## config.mk

```make
export PLATFORM = sky130hd
export DESIGN_NAME = server_hello_parser
export DESIGN_NICKNAME = d
export VERILOG_FILES = /design/src/hdl/shp_pkg.sv /design/src/hdl/server_hello_parser.sv
export SDC_FILE = /design/constraint.sdc
export NUM_CORES = 1
export LEC_CHECK = 0
export BUFFER_PORTS_ARGS = -buffer_cell sky130_fd_sc_hd__clkbuf_2
export CAP_MARGIN = 40
export CORE_MARGIN = 4
export CORE_UTILIZATION = 24
export CTS_CLUSTER_SIZE = 10
export DETAILED_ROUTE_END_ITERATION = 7
export GPL_TIMING_DRIVEN = 0
export PLACE_DENSITY_LB_ADDON = 0.08
export SLEW_MARGIN = 20
export SYNTH_ARGS = -nofsm -noshare
export SYNTH_HDL_FRONTEND = slang
export SYNTH_SLANG_ARGS = --single-unit
export TNS_END_PERCENT = 5
```

## constraint.sdc

```tcl
create_clock -name aclk -period 5.1 [get_ports aclk]
set_input_delay 1.02 -clock aclk [delete_from_list [all_inputs] [get_ports aclk]]
set_output_delay 1.02 -clock aclk [all_outputs]
set_load 0.02 [all_outputs]
```

## src/hdl/shp_pkg.sv

```systemverilog
// Shared types and constants for the ServerHello parser.
// No dependencies.
package shp_pkg;

    typedef enum logic [3:0] {
        PH_VER     = 4'd0,
        PH_RAND    = 4'd1,
        PH_SIDLEN  = 4'd2,
        PH_SID     = 4'd3,
        PH_SUITE   = 4'd4,
        PH_COMP    = 4'd5,
        PH_EXTLEN  = 4'd6,
        PH_EXTHDR  = 4'd7,
        PH_EXTBODY = 4'd8,
        PH_DONE    = 4'd9
    } phase_t;

    localparam logic [1:0] KIND_RANDOM  = 2'd0;
    localparam logic [1:0] KIND_SID     = 2'd1;
    localparam logic [1:0] KIND_KEY     = 2'd2;
    localparam logic [1:0] KIND_SUMMARY = 2'd3;

    localparam logic [15:0] EXT_SUPPORTED_VERSIONS = 16'h002B;
    localparam logic [15:0] EXT_KEY_SHARE          = 16'h0033;
    localparam logic [15:0] KEY_BYTES              = 16'd32;
    localparam logic [15:0] RANDOM_BYTES           = 16'd32;
    localparam logic [16:0] RETRY_MIN_OFFSET       = 17'd34;
    localparam logic [7:0]  MAX_SID_LEN            = 8'd32;

    localparam int QDEPTH = 4;
    localparam int QAW    = $clog2(QDEPTH);

    typedef struct packed {
        logic [1:0]  kind;
        logic [4:0]  byte_index;
        logic [7:0]  data_byte;
        logic        ok;
        logic        is_retry_request;
        logic [5:0]  session_id_length;
        logic [15:0] suite_code;
        logic [7:0]  comp_method;
        logic [15:0] sel_version;
        logic [15:0] key_group;
        logic        key_present;
        logic        final_res;
    } result_t;

    function automatic logic [7:0] retry_magic(input logic [4:0] idx);
        logic [7:0] v;
        case (idx)
            5'd0:  v = 8'hCF;  5'd1:  v = 8'h21;  5'd2:  v = 8'hAD;  5'd3:  v = 8'h74;
            5'd4:  v = 8'hE5;  5'd5:  v = 8'h9A;  5'd6:  v = 8'h61;  5'd7:  v = 8'h11;
            5'd8:  v = 8'hBE;  5'd9:  v = 8'h1D;  5'd10: v = 8'h8C;  5'd11: v = 8'h02;
            5'd12: v = 8'h1E;  5'd13: v = 8'h65;  5'd14: v = 8'hB8;  5'd15: v = 8'h91;
            5'd16: v = 8'hC2;  5'd17: v = 8'hA2;  5'd18: v = 8'h11;  5'd19: v = 8'h16;
            5'd20: v = 8'h7A;  5'd21: v = 8'hBB;  5'd22: v = 8'h8C;  5'd23: v = 8'h5E;
            5'd24: v = 8'h07;  5'd25: v = 8'h9E;  5'd26: v = 8'h09;  5'd27: v = 8'hE2;
            5'd28: v = 8'hC8;  5'd29: v = 8'hA8;  5'd30: v = 8'h33;  5'd31: v = 8'h9C;
            default: v = 8'h00;
        endcase
        return v;
    endfunction

endpackage

```

## src/hdl/server_hello_parser.sv

```systemverilog
// ServerHello body parser: byte-wise field walk with a small result queue.
// Depends on shp_pkg.
//
//  port group  dir  word
//  s_*         in   one body byte plus end_of_message flag
//  m_*         out  one emitted byte (random, session id, key) or the summary
//
//  One byte is taken per cycle while s_ready is high; parser state updates in the accepting cycle.
//  A byte can yield two words (emitted byte plus summary), so a 4-entry queue
//  sits at the output and s_ready drops while it holds more than two words.
//  A word is written into the queue when its byte is accepted and shows on m_* once the words ahead of it are popped.
//  Synchronous active-low reset; no clearing pass. State returns to reset
//  after each end_of_message byte.
module server_hello_parser import shp_pkg::*; (
    input  logic        aclk,
    input  logic        aresetn,
    input  logic        s_valid,
    output logic        s_ready,
    input  logic [7:0]  s_byte_value,
    input  logic        s_end_of_message,
    output logic        m_valid,
    input  logic        m_ready,
    output logic [1:0]  m_kind,
    output logic [4:0]  m_byte_index,
    output logic [7:0]  m_data_byte,
    output logic        m_ok,
    output logic        m_is_retry_request,
    output logic [5:0]  m_session_id_length,
    output logic [15:0] m_suite_code,
    output logic [7:0]  m_comp_method,
    output logic [15:0] m_sel_version,
    output logic [15:0] m_key_group,
    output logic        m_key_present,
    output logic        m_final_res
);

    phase_t      phase_reg, phase_next;
    logic [16:0] offset_reg, offset_next;
    logic [15:0] count_reg, count_next;
    logic [16:0] ext_end_reg, ext_end_next;
    logic [15:0] ext_kind_reg, ext_kind_next;
    logic [15:0] ext_len_reg, ext_len_next;
    logic [15:0] key_len_reg, key_len_next;
    logic        magic_reg, magic_next;
    logic [5:0]  sid_len_reg, sid_len_next;
    logic [15:0] suite_reg, suite_next;
    logic [7:0]  compress_reg, compress_next;
    logic [15:0] version_reg, version_next;
    logic [15:0] group_reg, group_next;
    logic        key_seen_reg, key_seen_next;
    logic [7:0]  high_reg, high_next;
    logic        error_reg, error_next;

    logic        emit_v;
    logic [1:0]  emit_kind;
    logic [4:0]  emit_idx;
    logic [15:0] pos_key;
    logic        accept;
    result_t     first_word, summary_word;

    result_t     queue_reg [QDEPTH];
    logic [QAW-1:0] wr_ptr_reg, rd_ptr_reg;
    logic [QAW:0]   fill_reg;
    logic        push_first, push_second, pop;
    logic [QAW:0] push_cnt;

    assign s_ready = (fill_reg <= (QAW+1)'(QDEPTH - 2));
    assign accept  = s_valid && s_ready;

    always_comb begin
        phase_next    = phase_reg;
        offset_next   = offset_reg;
        count_next    = count_reg;
        ext_end_next  = ext_end_reg;
        ext_kind_next = ext_kind_reg;
        ext_len_next  = ext_len_reg;
        key_len_next  = key_len_reg;
        magic_next    = magic_reg;
        sid_len_next  = sid_len_reg;
        suite_next    = suite_reg;
        compress_next = compress_reg;
        version_next  = version_reg;
        group_next    = group_reg;
        key_seen_next = key_seen_reg;
        high_next     = high_reg;
        error_next    = error_reg;
        emit_v        = 1'b0;
        emit_kind     = KIND_RANDOM;
        emit_idx      = count_reg[4:0];
        pos_key       = count_reg - 16'd4;

        if (phase_reg != PH_DONE) begin
            offset_next = offset_reg + 17'd1;
        end

        case (phase_reg)
            PH_VER: begin
                count_next = count_reg + 16'd1;
                if (count_next == 16'd2) begin
                    count_next = '0;
                    phase_next = PH_RAND;
                end
            end
            PH_RAND: begin
                emit_v    = 1'b1;
                emit_kind = KIND_RANDOM;
                if (s_byte_value != retry_magic(count_reg[4:0])) begin
                    magic_next = 1'b0;
                end
                count_next = count_reg + 16'd1;
                if (count_next == RANDOM_BYTES) begin
                    count_next = '0;
                    phase_next = PH_SIDLEN;
                end
            end
            PH_SIDLEN: begin
                if (s_byte_value > MAX_SID_LEN) begin
                    error_next = 1'b1;
                    phase_next = PH_DONE;
                end else begin
                    sid_len_next = s_byte_value[5:0];
                    count_next   = '0;
                    phase_next   = (s_byte_value != 8'd0) ? PH_SID : PH_SUITE;
                end
            end
            PH_SID: begin
                emit_v     = 1'b1;
                emit_kind  = KIND_SID;
                count_next = count_reg + 16'd1;
                if (count_next >= {10'd0, sid_len_reg}) begin
                    count_next = '0;
                    phase_next = PH_SUITE;
                end
            end
            PH_SUITE: begin
                if (count_reg == 16'd0) begin
                    high_next  = s_byte_value;
                    count_next = 16'd1;
                end else begin
                    suite_next = {high_reg, s_byte_value};
                    count_next = '0;
                    phase_next = PH_COMP;
                end
            end
            PH_COMP: begin
                compress_next = s_byte_value;
                phase_next    = PH_EXTLEN;
            end
            PH_EXTLEN: begin
                if (count_reg == 16'd0) begin
                    high_next  = s_byte_value;
                    count_next = 16'd1;
                end else begin
                    ext_end_next = offset_next + {1'b0, high_reg, s_byte_value};
                    count_next   = '0;
                    phase_next   = ({high_reg, s_byte_value} != 16'd0) ? PH_EXTHDR : PH_DONE;
                end
            end
            PH_EXTHDR: begin
                if (count_reg == 16'd0 || count_reg == 16'd2) begin
                    high_next  = s_byte_value;
                    count_next = count_reg + 16'd1;
                end else if (count_reg == 16'd1) begin
                    ext_kind_next = {high_reg, s_byte_value};
                    count_next    = 16'd2;
                end else begin
                    ext_len_next = {high_reg, s_byte_value};
                    count_next   = '0;
                    if (ext_len_next == 16'd0) begin
                        if (ext_kind_reg == EXT_KEY_SHARE) begin
                            error_next = 1'b1;
                            phase_next = PH_DONE;
                        end else begin
                            phase_next = (offset_next >= ext_end_reg) ? PH_DONE : PH_EXTHDR;
                        end
                    end else begin
                        phase_next = PH_EXTBODY;
                    end
                end
            end
            PH_EXTBODY: begin
                if (ext_kind_reg == EXT_SUPPORTED_VERSIONS) begin
                    if (count_reg == 16'd0) begin
                        high_next = s_byte_value;
                    end else if (count_reg == 16'd1) begin
                        version_next = {high_reg, s_byte_value};
                    end
                end else if (ext_kind_reg == EXT_KEY_SHARE) begin
                    if (count_reg == 16'd0 || count_reg == 16'd2) begin
                        high_next = s_byte_value;
                    end else if (count_reg == 16'd1) begin
                        group_next = {high_reg, s_byte_value};
                    end else if (count_reg == 16'd3) begin
                        key_len_next = {high_reg, s_byte_value};
                    end else if (count_reg < 16'd4 + KEY_BYTES && key_len_reg == KEY_BYTES &&
                                 ext_len_reg >= 16'd4 + KEY_BYTES) begin
                        emit_v    = 1'b1;
                        emit_kind = KIND_KEY;
                        emit_idx  = pos_key[4:0];
                        if (count_reg == 16'd3 + KEY_BYTES) begin
                            key_seen_next = 1'b1;
                        end
                    end
                end
                count_next = count_reg + 16'd1;
                if (count_next >= ext_len_reg) begin
                    if (ext_kind_reg == EXT_KEY_SHARE && ext_len_reg < 16'd4) begin
                        error_next = 1'b1;
                        phase_next = PH_DONE;
                    end else begin
                        count_next = '0;
                        phase_next = (offset_next >= ext_end_reg) ? PH_DONE : PH_EXTHDR;
                    end
                end
            end
            default: begin
            end
        endcase

        if (s_end_of_message && phase_next != PH_DONE) begin
            error_next = 1'b1;
        end
    end

    always_comb begin
        first_word            = '0;
        first_word.kind       = emit_kind;
        first_word.byte_index = emit_idx;
        first_word.data_byte  = s_byte_value;

        summary_word                   = '0;
        summary_word.kind              = KIND_SUMMARY;
        summary_word.ok                = !error_next;
        summary_word.is_retry_request  = (offset_next >= RETRY_MIN_OFFSET) && magic_next;
        summary_word.session_id_length = sid_len_next;
        summary_word.suite_code        = suite_next;
        summary_word.comp_method       = compress_next;
        summary_word.sel_version       = version_next;
        summary_word.key_group         = group_next;
        summary_word.key_present       = key_seen_next;
        summary_word.final_res         = 1'b1;
    end

    always_ff @(posedge aclk) begin
        if (!aresetn || (accept && s_end_of_message)) begin
            phase_reg    <= PH_VER;
            offset_reg   <= '0;
            count_reg    <= '0;
            ext_end_reg  <= '0;
            ext_kind_reg <= '0;
            ext_len_reg  <= '0;
            key_len_reg  <= '0;
            magic_reg    <= 1'b1;
            sid_len_reg  <= '0;
            suite_reg    <= '0;
            compress_reg <= '0;
            version_reg  <= '0;
            group_reg    <= '0;
            key_seen_reg <= 1'b0;
            high_reg     <= '0;
            error_reg    <= 1'b0;
        end else if (accept) begin
            phase_reg    <= phase_next;
            offset_reg   <= offset_next;
            count_reg    <= count_next;
            ext_end_reg  <= ext_end_next;
            ext_kind_reg <= ext_kind_next;
            ext_len_reg  <= ext_len_next;
            key_len_reg  <= key_len_next;
            magic_reg    <= magic_next;
            sid_len_reg  <= sid_len_next;
            suite_reg    <= suite_next;
            compress_reg <= compress_next;
            version_reg  <= version_next;
            group_reg    <= group_next;
            key_seen_reg <= key_seen_next;
            high_reg     <= high_next;
            error_reg    <= error_next;
        end
    end

    // result queue: up to two words pushed, one popped per cycle while m_ready is high
    assign push_first  = accept && (emit_v || s_end_of_message);
    assign push_second = accept && emit_v && s_end_of_message;
    assign pop         = m_valid && m_ready;
    assign push_cnt    = (QAW+1)'(push_first) + (QAW+1)'(push_second);

    always_ff @(posedge aclk) begin
        if (push_first) begin
            queue_reg[wr_ptr_reg] <= emit_v ? first_word : summary_word;
        end
        if (push_second) begin
            queue_reg[wr_ptr_reg + QAW'(1)] <= summary_word;
        end
    end

    always_ff @(posedge aclk) begin
        if (!aresetn) begin
            wr_ptr_reg <= '0;
            rd_ptr_reg <= '0;
            fill_reg   <= '0;
        end else begin
            wr_ptr_reg <= wr_ptr_reg + push_cnt[QAW-1:0];
            if (pop) begin
                rd_ptr_reg <= rd_ptr_reg + QAW'(1);
            end
            fill_reg <= fill_reg + push_cnt - (QAW+1)'(pop);
        end
    end

    assign m_valid             = (fill_reg != '0);
    assign m_kind              = queue_reg[rd_ptr_reg].kind;
    assign m_byte_index        = queue_reg[rd_ptr_reg].byte_index;
    assign m_data_byte         = queue_reg[rd_ptr_reg].data_byte;
    assign m_ok                = queue_reg[rd_ptr_reg].ok;
    assign m_is_retry_request  = queue_reg[rd_ptr_reg].is_retry_request;
    assign m_session_id_length = queue_reg[rd_ptr_reg].session_id_length;
    assign m_suite_code        = queue_reg[rd_ptr_reg].suite_code;
    assign m_comp_method       = queue_reg[rd_ptr_reg].comp_method;
    assign m_sel_version       = queue_reg[rd_ptr_reg].sel_version;
    assign m_key_group         = queue_reg[rd_ptr_reg].key_group;
    assign m_key_present       = queue_reg[rd_ptr_reg].key_present;
    assign m_final_res         = queue_reg[rd_ptr_reg].final_res;

`ifndef NO_ASSERTIONS
    a_fill_bound: assert property (@(posedge aclk) disable iff (!aresetn)
        fill_reg <= (QAW+1)'(QDEPTH))
        else $error("result queue overflow");

    a_summary_queued: assert property (@(posedge aclk) disable iff (!aresetn)
        accept && s_end_of_message |=> fill_reg != '0)
        else $error("summary word not queued");

    a_restart: assert property (@(posedge aclk) disable iff (!aresetn)
        accept && s_end_of_message |=> phase_reg == PH_VER && offset_reg == '0)
        else $error("parser did not restart after end of message");

    a_done_holds: assert property (@(posedge aclk) disable iff (!aresetn)
        phase_reg == PH_DONE && accept && !s_end_of_message |=> $stable(offset_reg))
        else $error("offset moved after parse finished");
`endif

endmodule

```

==> results of run 1 <==
[worst max path at each step]
| stage | from | end | slack, ns | depth (start not counted) |
|---|---|---|---|---|
| after floorplan | count_reg[0] | flip-flop | 0.02 | 18 |
| after global placement | count_reg[8] | queue_reg[1][34] | -2.68 | 13 |
| after detailed placement | count_reg[0] | flip-flop | -1.22 | 19 |
| after CTS | count_reg[1] | flip-flop | 0.003 | 20 |
| after global routing | count_reg[0] | flip-flop | -0.06 | 18 |
| final | count_reg[0] | flip-flop | 0.14 | 18 |
[cell usage after synthesis (23+ instances only)]
cell type	n
xor2_1	35
o21ai_0	34
dfxtp_1	256
a21oi_1	180
buf_2	29
ha_1	77
a211oi_1	33
mux4_2	81
mux2i_1	95
nor3_1	29
nand2_1	320
nor2_1	380
inv_1	67
buf_1	23
xnor2_1	40
edfxtp_1	260
clkbuf_1	110
nand3_1	77
[layout by cell type, fill, tap and decap left out, types with 12 or more instances in the layout]
cell,n
a211oi_1,31
a21o_1,14
a21oi_1,180
and2_1,14
and3_1,14
buf_1,18
buf_2,32
buf_4,29
buf_6,27
clkbuf_1,123
clkbuf_16,71
clkbuf_2,106
clkbuf_8,12
dfxtp_1,247
edfxtp_1,260
ha_1,72
inv_1,65
mux2i_1,95
mux4_2,81
nand2_1,315
nand2b_1,12
nand3_1,74
nand4_1,21
nor2_1,376
nor2_2,22
nor2b_1,13
nor3_1,27
nor4_1,13
o21ai_0,29
xnor2_1,39
xor2_1,33
[worst reg2reg max path: stages, from the launching register on]
cell	delay, ns
dfxtp_4	0.37
buf_8	0.10
nand4_1	0.20
or4_4	0.58
xnor2_1	0.16
ha_1	0.32
nand3_2	0.09
or4_4	0.55
or4_4	0.45
nand4_1	0.14
o311ai_4	0.14
or3_4	0.39
o31ai_4	0.37
nor2_4	0.11
inv_4	0.12
ha_4	0.23
o21ai_1	0.13
a21oi_1	0.06
a311o_1	0.34
[final cells by class]
class / count / share of cell area, %
Timing Repair Buffer: 155 / 3.73
Tap cell: 1368 / 5.67
Antenna cell: 3 / 0.0249
Inverter: 70 / 0.879
Buffer: 165 / 2.50
Sequential cell: 516 / 42.9
Clock inverter: 14 / 0.634
Clock buffer: 111 / 6.78
Multi-Input combinational cell: 1644 / 36.9
[cell families (layout without fill, tap and decap cells)]
logic type | after synthesis | after routing | share of synthesized area (%)
other cells | 0 | 3 | 0
flops | 516 | 516 | 52.2
buf+inv | 239 | 515 | 3.96
mux | 177 | 177 | 11.2
xor+xnor | 76 | 76 | 2.72
simple gates | 960 | 960 | 17.0
fa+ha+maj | 79 | 79 | 4.05
compound gates | 352 | 352 | 8.87
[power groups by stage]
stage               Sequential, W  Clock, W  Combinational, W
floorplan                 0.00496         0           0.00222
global placement          0.00503         0           0.00348
detailed placement        0.00501         0           0.00360
CTS                       0.00492   0.00494           0.00366
global route              0.00495   0.00510           0.00391
finish                    0.00492   0.00478           0.00360
[per-layer routing]
metal,routed length [um],GRT usage (%),share of wire [%],vias to the layer above
met2,42500,27.3,47,501
met1,40600,22.0,45,9366
met4,2940,5.62,3.3,0
met3,4250,2.35,4.7,127
met5,0,0,0,-
li1,-,-,-,8963
[what timing repair did]
| action | CTS | global route |
|---|---|---|
| setup endpoints to repair | 101 | 156 |
| pin swaps | 7 | 16 |
| hold buffers | 0 | 0 |
| buffers inserted | 7 | 17 |
| gates resized for setup | 43 | 25 |
[metrics by stage]
stage / TNS [ns] / std cells / total power (W) / utilization [%] / hold slack [ns]
finish: 0 / 4046 / 0.0133 / 29.5 / 0.441
global route: -0.162 / 4043 / 0.0140 / 29.5 / 0.460
CTS: 0 / 4023 / 0.0135 / 29.3 / 0.448
detailed placement: -16.32 / 3895 / 0.00861 / 26.9 / 0.438
global placement: -641.94 / 3862 / 0.00850 / 26.4 / 0.432
floorplan: 0 / 2399 / 0.00717 / - / 0.418
==> flow_summary.rst, run 1 <==
.. list-table::
   :header-rows: 1

   * - Metric
     - Value
   * - Combinational Power Share
     - ~27%
   * - Worst R2R Path Depth
     - 18
   * - Worst ir drop on vdd
     - 0.236 mV
   * - Number of failing setup endpoints in the final timing report
     - 0
   * - Post-synthesis cell type with the largest combined area
     - edfxtp_1
   * - Share of synthesized area occupied by flip-flops and latches
     - between 50 and 60%
   * - Half-perimeter wire length after detailed placement
     - 63,700 um
   * - Required time of the critical path
     - 5.58 ns
   * - Post-detailed-routing wire length
     - 90,200 um
   * - Net switching share of the total power
     - 32.7%
   * - Via count of the first global-routing pass
     - 19,000
   * - Buffer cell driving the clock tree root
     - clkbuf_16
   * - Critical path's most frequent cell
     - or4_4
   * - Full die area
     - 109,000 um2
   * - Post-detailed-route wirelength per cell
     - ~22 um
   * - Synth Flop Type
     - edfxtp_1
   * - Unrepaired setup endpoints after global routing
     - yes
   * - Clock tree from TritonCTS
     - done
   * - Final Net Count
     - 2,713
   * - Number of instances in the synthesized netlist
     - around 2,400
   * - Number of search-and-repair iterations in the first detailed-routing pass
     - 5
   * - Total count of hold-check failures in the final report
     - 0
   * - Vias per std cell
     - 4.69
   * - Number of buffers created by CTS
     - between 60 and 70
   * - Total placed instance area
     - 27,500 um2
   * - Fill cell total of the finished layout
     - between 10,000 and 15,000
   * - Total vias in the final route
     - 19,000
   * - Global route total overflow
     - 0
   * - Tightest Pin Transition
     - roughly 0.88 ns
   * - Proportion of register bits with asynchronous set or reset after synthesis
     - 0%
   * - GRT Total Usage
     - ~16%
   * - Minimum clock period after layout
     - a little under 5 ns
   * - Rel. slew slack
     - between 40% and 50%
   * - Mapped Nets
     - 2,491
   * - Antenna violations before repair
     - 5
   * - Wire length of the first global-routing pass
     - 131,000 um
   * - Cell area after layout
     - just over 30,000 um2
   * - Part of the total power dissipated in the clock network
     - 35.9%
   * - Maximum clock frequency
     - between 0.2 and 0.25 GHz
   * - CTS max path bufs
     - 3
   * - Power per cell area
     - 441 nW/um2
   * - Synthesis-to-finish area growth
     - 21.7%
   * - Max FO, Critical Path
     - 5
   * - Largest net degree at the start of global routing
     - 38
   * - Endpoint of the worst hold path
     - queue_reg[3][0]
   * - Fin Clk Skew
     - 0.0235 ns
   * - Cell-internal power
     - 0.00895 W
   * - Synthesized area per cell
     - approximately 10 um2
   * - Origin of the worst min-delay path
     - queue_reg[3][0]
   * - Detail Route Antenna Nets
     - 0
   * - Relative contribution of sequential cells to total power
     - 37.0%
   * - Crit path cell chain
     - buf_8 -> nand4_1 -> or4_4 -> xnor2_1 -> ha_1 -> nand3_2 -> or4_4 -> or4_4 -> nand4_1 -> o311ai_4 -> or3_4 -> o31ai_4 -> nor2_4 -> inv_4 -> ha_4 -> o21ai_1 -> a21oi_1 -> a311o_1
   * - Worst setup EP type
     - flip-flop
   * - NetSw
     - 0.00435 W
   * - Peak per-stage delay on the critical path
     - between 0.5 and 0.6 ns
   * - Count of port buffers added during placement
     - 95
   * - Fin worst setup slack
     - 0.139 ns
   * - Max reg flops
     - about 320
   * - Cell family with the largest share of critical-path delay
     - simple AND/OR/NAND/NOR gates
   * - Number of different library cells in the post-synthesis netlist
     - 88
   * - Number of cells on the worst hold path
     - 2
   * - Depth of the CTS H-tree
     - 3
   * - Setup slack at placement
     - -1.22 ns
   * - Worst flop-to-flop path startpoint
     - count_reg[0]
   * - Row cnt
     - 117
   * - Area inside the core boundary
     - 102,000 um2
   * - Yosys synthesis warning count
     - 0
   * - Worst hold path class
     - reg -> reg
   * - Area occupied by multi-input gates
     - 11,100 um2
   * - Outcome
     - complete, no violations
   * - Highest-delay cell along the critical path
     - or4_4
   * - CP Class
     - reg -> reg
   * - Leakage power
     - roughly 10 nW
   * - Detailed router's first-iteration violation count
     - 1,136
   * - Type of origin of the critical path
     - flip-flop
   * - Area of all sequential standard cells
     - around 13,000 um2
   * - Number of pins with negative max-slew slack in the final report
     - 0
   * - Starting density of the core
     - 24.3%
   * - Top-level I/O count
     - 96
   * - Fraction of synthesized cell area taken by the top area cell type
     - 31.5%
   * - Buffers and inverters on the worst path
     - 2
   * - Data arrival time of the critical path
     - approximately 5.4 ns
   * - Post-synth EDFFs
     - 260
   * - Gpl congestion
     - 0.865
   * - Die Wd
     - 329 um
   * - Fraction of layout cells with a size suffix above 1
     - roughly 18%
   * - Num Clock Sinks
     - slightly above 500
   * - Die Height
     - 329 um
   * - Final clock period utilization by the worst path
     - 97.3%
   * - Setup slack, reg-to-reg
     - between 0.1 and 0.15 ns
   * - Drt drc
     - 0
   * - Netlist area before placement
     - 24,800 um2
   * - Max-capacitance violation count
     - 0
   * - Clk_lat worst skew
     - just over 0.6 ns
   * - Flops & latches, synth
     - 516
   * - Clock-pin slew reported for the worst setup and hold paths after clock tree synthesis
     - 0.05 ns
   * - Ranking of synthesized cells by area
     - edfxtp_1 (31%), dfxtp_1 (21%), mux4_2 (7.4%), nor2_1 (5.8%), nand2_1 (4.8%)
Power figures use the tool's default switching activity.
==> run 2, diff against run 1 <==
--- a/config.mk
+++ b/config.mk
@@ -5,6 +5,7 @@
 export SDC_FILE = /design/constraint.sdc
 export NUM_CORES = 1
 export LEC_CHECK = 0
+export ABC_CLOCK_PERIOD_IN_PS = 5100
 export BUFFER_PORTS_ARGS = -buffer_cell sky130_fd_sc_hd__clkbuf_2
 export CAP_MARGIN = 40
 export CORE_MARGIN = 4
@@ -12,7 +13,7 @@
 export CTS_CLUSTER_SIZE = 10
 export DETAILED_ROUTE_END_ITERATION = 7
 export GPL_TIMING_DRIVEN = 0
-export PLACE_DENSITY_LB_ADDON = 0.08
+export PLACE_DENSITY = 0.48
 export SLEW_MARGIN = 20
 export SYNTH_ARGS = -nofsm -noshare
 export SYNTH_HDL_FRONTEND = slang
==> run 2 against run 1 <==
Global-route usage is 2.3 points lower; cell area is 2.5% lower; cell count is 0.99% lower; sequential power about the same; critical path depth stayed put; hold slack improved by 0.0032 ns; clock power fell by 18%; via count decreased by 2.3%; critical path type unchanged; largest cell class unchanged; highest routed layer is now met5.
==> flow_summary.rst, run 2 (synthesized netlist as in run 1, its figures left out) <==
.. list-table::
   :header-rows: 1

   * - Metric
     - Value
   * - Max-capacitance violation count
     - 0 (unchanged)
   * - Outcome
     - complete, no violations (unchanged)
   * - Die Wd
     - 329 um (unchanged)
   * - Data arrival time of the critical path
     - 5.49 ns (was 5.44 ns)
   * - Fin Clk Skew
     - 0.0266 ns (was 0.0235 ns)
   * - Max reg flops
     - 324 (unchanged)
   * - Drt drc
     - 0 (unchanged)
   * - Met1 demand-to-capacity share in global routing
     - 19.0% (was 22.0%)
   * - Detail Route Antenna Nets
     - 0 (unchanged)
   * - Stages on the worst setup path
     - 18 (unchanged)
   * - Total count of hold-check failures in the final report
     - 0 (unchanged)
   * - Final clock period utilization by the worst path
     - 98.1% (was 97.3%)
   * - Global route total overflow
     - 0 (unchanged)
   * - Crit path cell chain
     - nand3_4 -> or4_4 -> xnor2_1 -> ha_1 -> nand3_1 -> or4_1 -> or4_4 -> nand4_1 -> o311ai_4 -> buf_4 -> nor4b_4 -> buf_4 -> a2111oi_0 -> a31o_2 -> clkbuf_4 -> mux2i_2 -> nor2_1 -> a311o_1 (was buf_8 -> nand4_1 -> or4_4 -> xnor2_1 -> ha_1 -> nand3_2 -> or4_4 -> or4_4 -> nand4_1 -> o311ai_4 -> or3_4 -> o31ai_4 -> nor2_4 -> inv_4 -> ha_4 -> o21ai_1 -> a21oi_1 -> a311o_1)
   * - Met3 usage
     - 2.01% (was 2.35%)
   * - Max FO, Critical Path
     - 10 (was 5)
   * - Die Height
     - 329 um (unchanged)
   * - Endpoint of the worst hold path
     - queue_reg[3][0] (unchanged)
   * - Num Clock Sinks
     - 516 (unchanged)
   * - Highest-delay cell along the critical path
     - or4_4 (unchanged)
   * - Final Net Count
     - 2,687 (was 2,713)
   * - Cell family with the largest share of critical-path delay
     - simple AND/OR/NAND/NOR gates (unchanged)
   * - Count of hold-fix buffers inserted at cts
     - 0 (unchanged)
   * - Worst R2R Path Depth
     - 18 (unchanged)
   * - Area inside the core boundary
     - 102,000 um2 (unchanged)
   * - Cell area after layout
     - 29,400 um2 (was 30,200 um2)
   * - Global routing's busiest layer
     - met2 (unchanged)
   * - Detailed router's first-iteration violation count
     - 1,450 (was 1,136)
   * - Worst flop-to-flop path startpoint
     - count_reg[6] (was count_reg[0])
   * - Largest net degree at the start of global routing
     - 43 (was 38)
   * - Count of port buffers added during placement
     - 95 (unchanged)
   * - Post-detailed-route wirelength per cell
     - 19.7 um (was 22.3 um)
   * - Worst hold path class
     - reg -> reg (unchanged)
   * - Tightest Pin Transition
     - 0.888 ns (was 0.878 ns)
   * - Origin of the worst min-delay path
     - queue_reg[3][0] (unchanged)
   * - Half-perimeter wire length after detailed placement
     - 56,600 um (was 63,700 um)
   * - Type of origin of the critical path
     - flip-flop (unchanged)
   * - Peak per-stage delay on the critical path
     - 0.58 ns (about the same)
   * - Power per cell area
     - 419 nW/um2 (was 441 nW/um2)
   * - Clock-pin slew reported for the worst setup and hold paths after clock tree synthesis
     - 0.06 ns (was 0.05 ns)
   * - Cell count after placement
     - 3,890 (was 3,895)
   * - Number of search-and-repair iterations in the first detailed-routing pass
     - 5 (unchanged)
   * - Starting density of the core
     - 24.3% (unchanged)
   * - Required time of the critical path
     - 5.58 ns (about the same)
   * - Minimum clock period after layout
     - 5.00 ns (was 4.96 ns)
   * - Row cnt
     - 117 (unchanged)
   * - Fraction of layout cells with a size suffix above 1
     - 15.9% (was 17.8%)
   * - Maximum clock frequency
     - 0.200 GHz (was 0.202 GHz)
   * - Clk_lat worst skew
     - 0.63 ns (was 0.61 ns)
   * - Total vias in the final route
     - 18,500 (was 19,000)
   * - Worst ir drop on vdd
     - 0.276 mV (was 0.236 mV)
   * - Commonest non-fill, non-tap cell in the layout
     - nor2_1 (unchanged)
   * - Utilization after layout
     - 28.8% (was 29.5%)
   * - CTS max path bufs
     - 3 (unchanged)
   * - Clock tree from TritonCTS
     - done (unchanged)
   * - Buffer cell driving the clock tree root
     - clkbuf_16 (unchanged)
   * - Number of failing setup endpoints in the final timing report
     - 0 (unchanged)
   * - Depth of the CTS H-tree
     - 2 (was 3)
   * - Leakage power
     - 9.60 nW (was 10.0 nW)
   * - Antenna violations before repair
     - 3 (was 5)
   * - Number of cells on the worst hold path
     - 2 (unchanged)
   * - GRT Total Usage
     - 14.2% (was 16.4%)
   * - Via count of the first global-routing pass
     - 18,000 (was 19,000)
   * - Full die area
     - 109,000 um2 (unchanged)
   * - Post-route setup TNS
     - 0 ns (unchanged)
   * - Synthesis-to-finish area growth
     - 18.6% (was 21.7%)
   * - Worst setup EP type
     - flip-flop (unchanged)
   * - Rel. slew slack
     - 40.4% (was 41.0%)
   * - Wire length of the first global-routing pass
     - 117,000 um (was 131,000 um)
   * - Non-filler cells in the finished layout
     - 4,006 (was 4,046)
   * - Gpl congestion
     - 0.882 (was 0.865)
   * - CP Class
     - reg -> reg (unchanged)
   * - Fill cell total of the finished layout
     - 10,800 (was 10,700)
   * - Setup slack, reg-to-reg
     - 0.1 ns (was 0.14 ns)
   * - Number of buffers created by CTS
     - 59 (was 69)
   * - Unrepaired setup endpoints after global routing
     - yes (unchanged)
   * - Post-detailed-routing wire length
     - 79,000 um (was 90,200 um)
   * - Hold Slack
     - 0.444 ns (was 0.441 ns)
   * - Top-level I/O count
     - 96 (unchanged)
   * - Buffers and inverters on the worst path
     - 3 (was 2)
   * - Total placed instance area
     - 27,400 um2 (was 27,500 um2)
   * - GR met2 Demand/Resource
     - 23.5% (was 27.3%)
   * - Commonest cells after routing, fill and taps aside
     - nor2_1 (376), nand2_1 (315), edfxtp_1 (260) (unchanged)
   * - Vias per std cell
     - 4.62 (was 4.69)
   * - Number of pins with negative max-slew slack in the final report
     - 0 (unchanged)
run 2: cell count changes in the layout (fill, tap and decap cells not counted), sizes merged:
cell and change:
clkinv -2, buf -19, bufinv -2, clkinvlp -1
clkbuf -12, diode -2, inv -2
run 2: where the power goes:
part	leakage [nW]	internal (W)	switching [W]
combinational	4.41	0.00132	0.00218
sequential	4.36	0.00475	0.000157
clock	0.828	0.00219	0.00171
run 2: area by class of cell:
| type | count | area, um2 | area share [%] |
|---|---|---|---|
| well taps | 1368 | 1710 | 5.82 |
| multi-input cells | 1644 | 11100 | 37.6 |
| clock inverters | 7 | 72.6 | 0.247 |
| repair buffers | 139 | 963 | 3.28 |
| clock buffers | 96 | 1650 | 5.59 |
| inverters | 70 | 265 | 0.902 |
| diodes | 1 | 2.50 | 0.00851 |
| flip-flops and latches | 516 | 12900 | 44.0 |
| plain buffers | 165 | 746 | 2.54 |
run 2: worst max-delay path by stage:
stage / start / endpoint / slack (ns)
final: count_reg[6] / flip-flop / 0.1
after global routing: count_reg[2] / flip-flop / -0.09
after CTS: count_reg[0] / flip-flop / 0.02
after detailed placement: count_reg[0] / flip-flop / -1.21
after global placement: count_reg[0] / queue_reg[1][34] / -2.08
after floorplan: count_reg[0] / flip-flop / 0.02
run 2: per-layer routing:
| metal | vias to the layer above | share of wire, % |
|---|---|---|
| li1 | 8885 | - |
| met1 | 9065 | 44 |
| met2 | 456 | 48 |
| met3 | 118 | 4.7 |
| met4 | 2 | 3.2 |
| met5 | - | 0.016 |
run 2: tightest hold or removal path, stage by stage, from the launching register on:
cell and delay, ns:
dfxtp_1 0.31, nand2_1 0.05, nand2_1 0.04
run 2: through the flow:
stage	worst slack [ns]	total power, W
3_3_place_gp	-2.08	0.00838
2_1_floorplan	0.0157	0.00717
3_5_place_dp	-1.21	0.00846
5_1_grt	-0.0923	0.0129
6_report	0.0986	0.0123
4_1_cts	0.0224	0.0124
run 2: what timing repair did:
| action | in CTS | in global routing |
|---|---|---|
| gates resized for setup | 25 | 27 |
| gates cloned | 0 | 0 |
| pin swaps | 7 | 7 |
| buffers inserted | 7 | 8 |
| endpoints found under the setup margin | 29 | 46 |
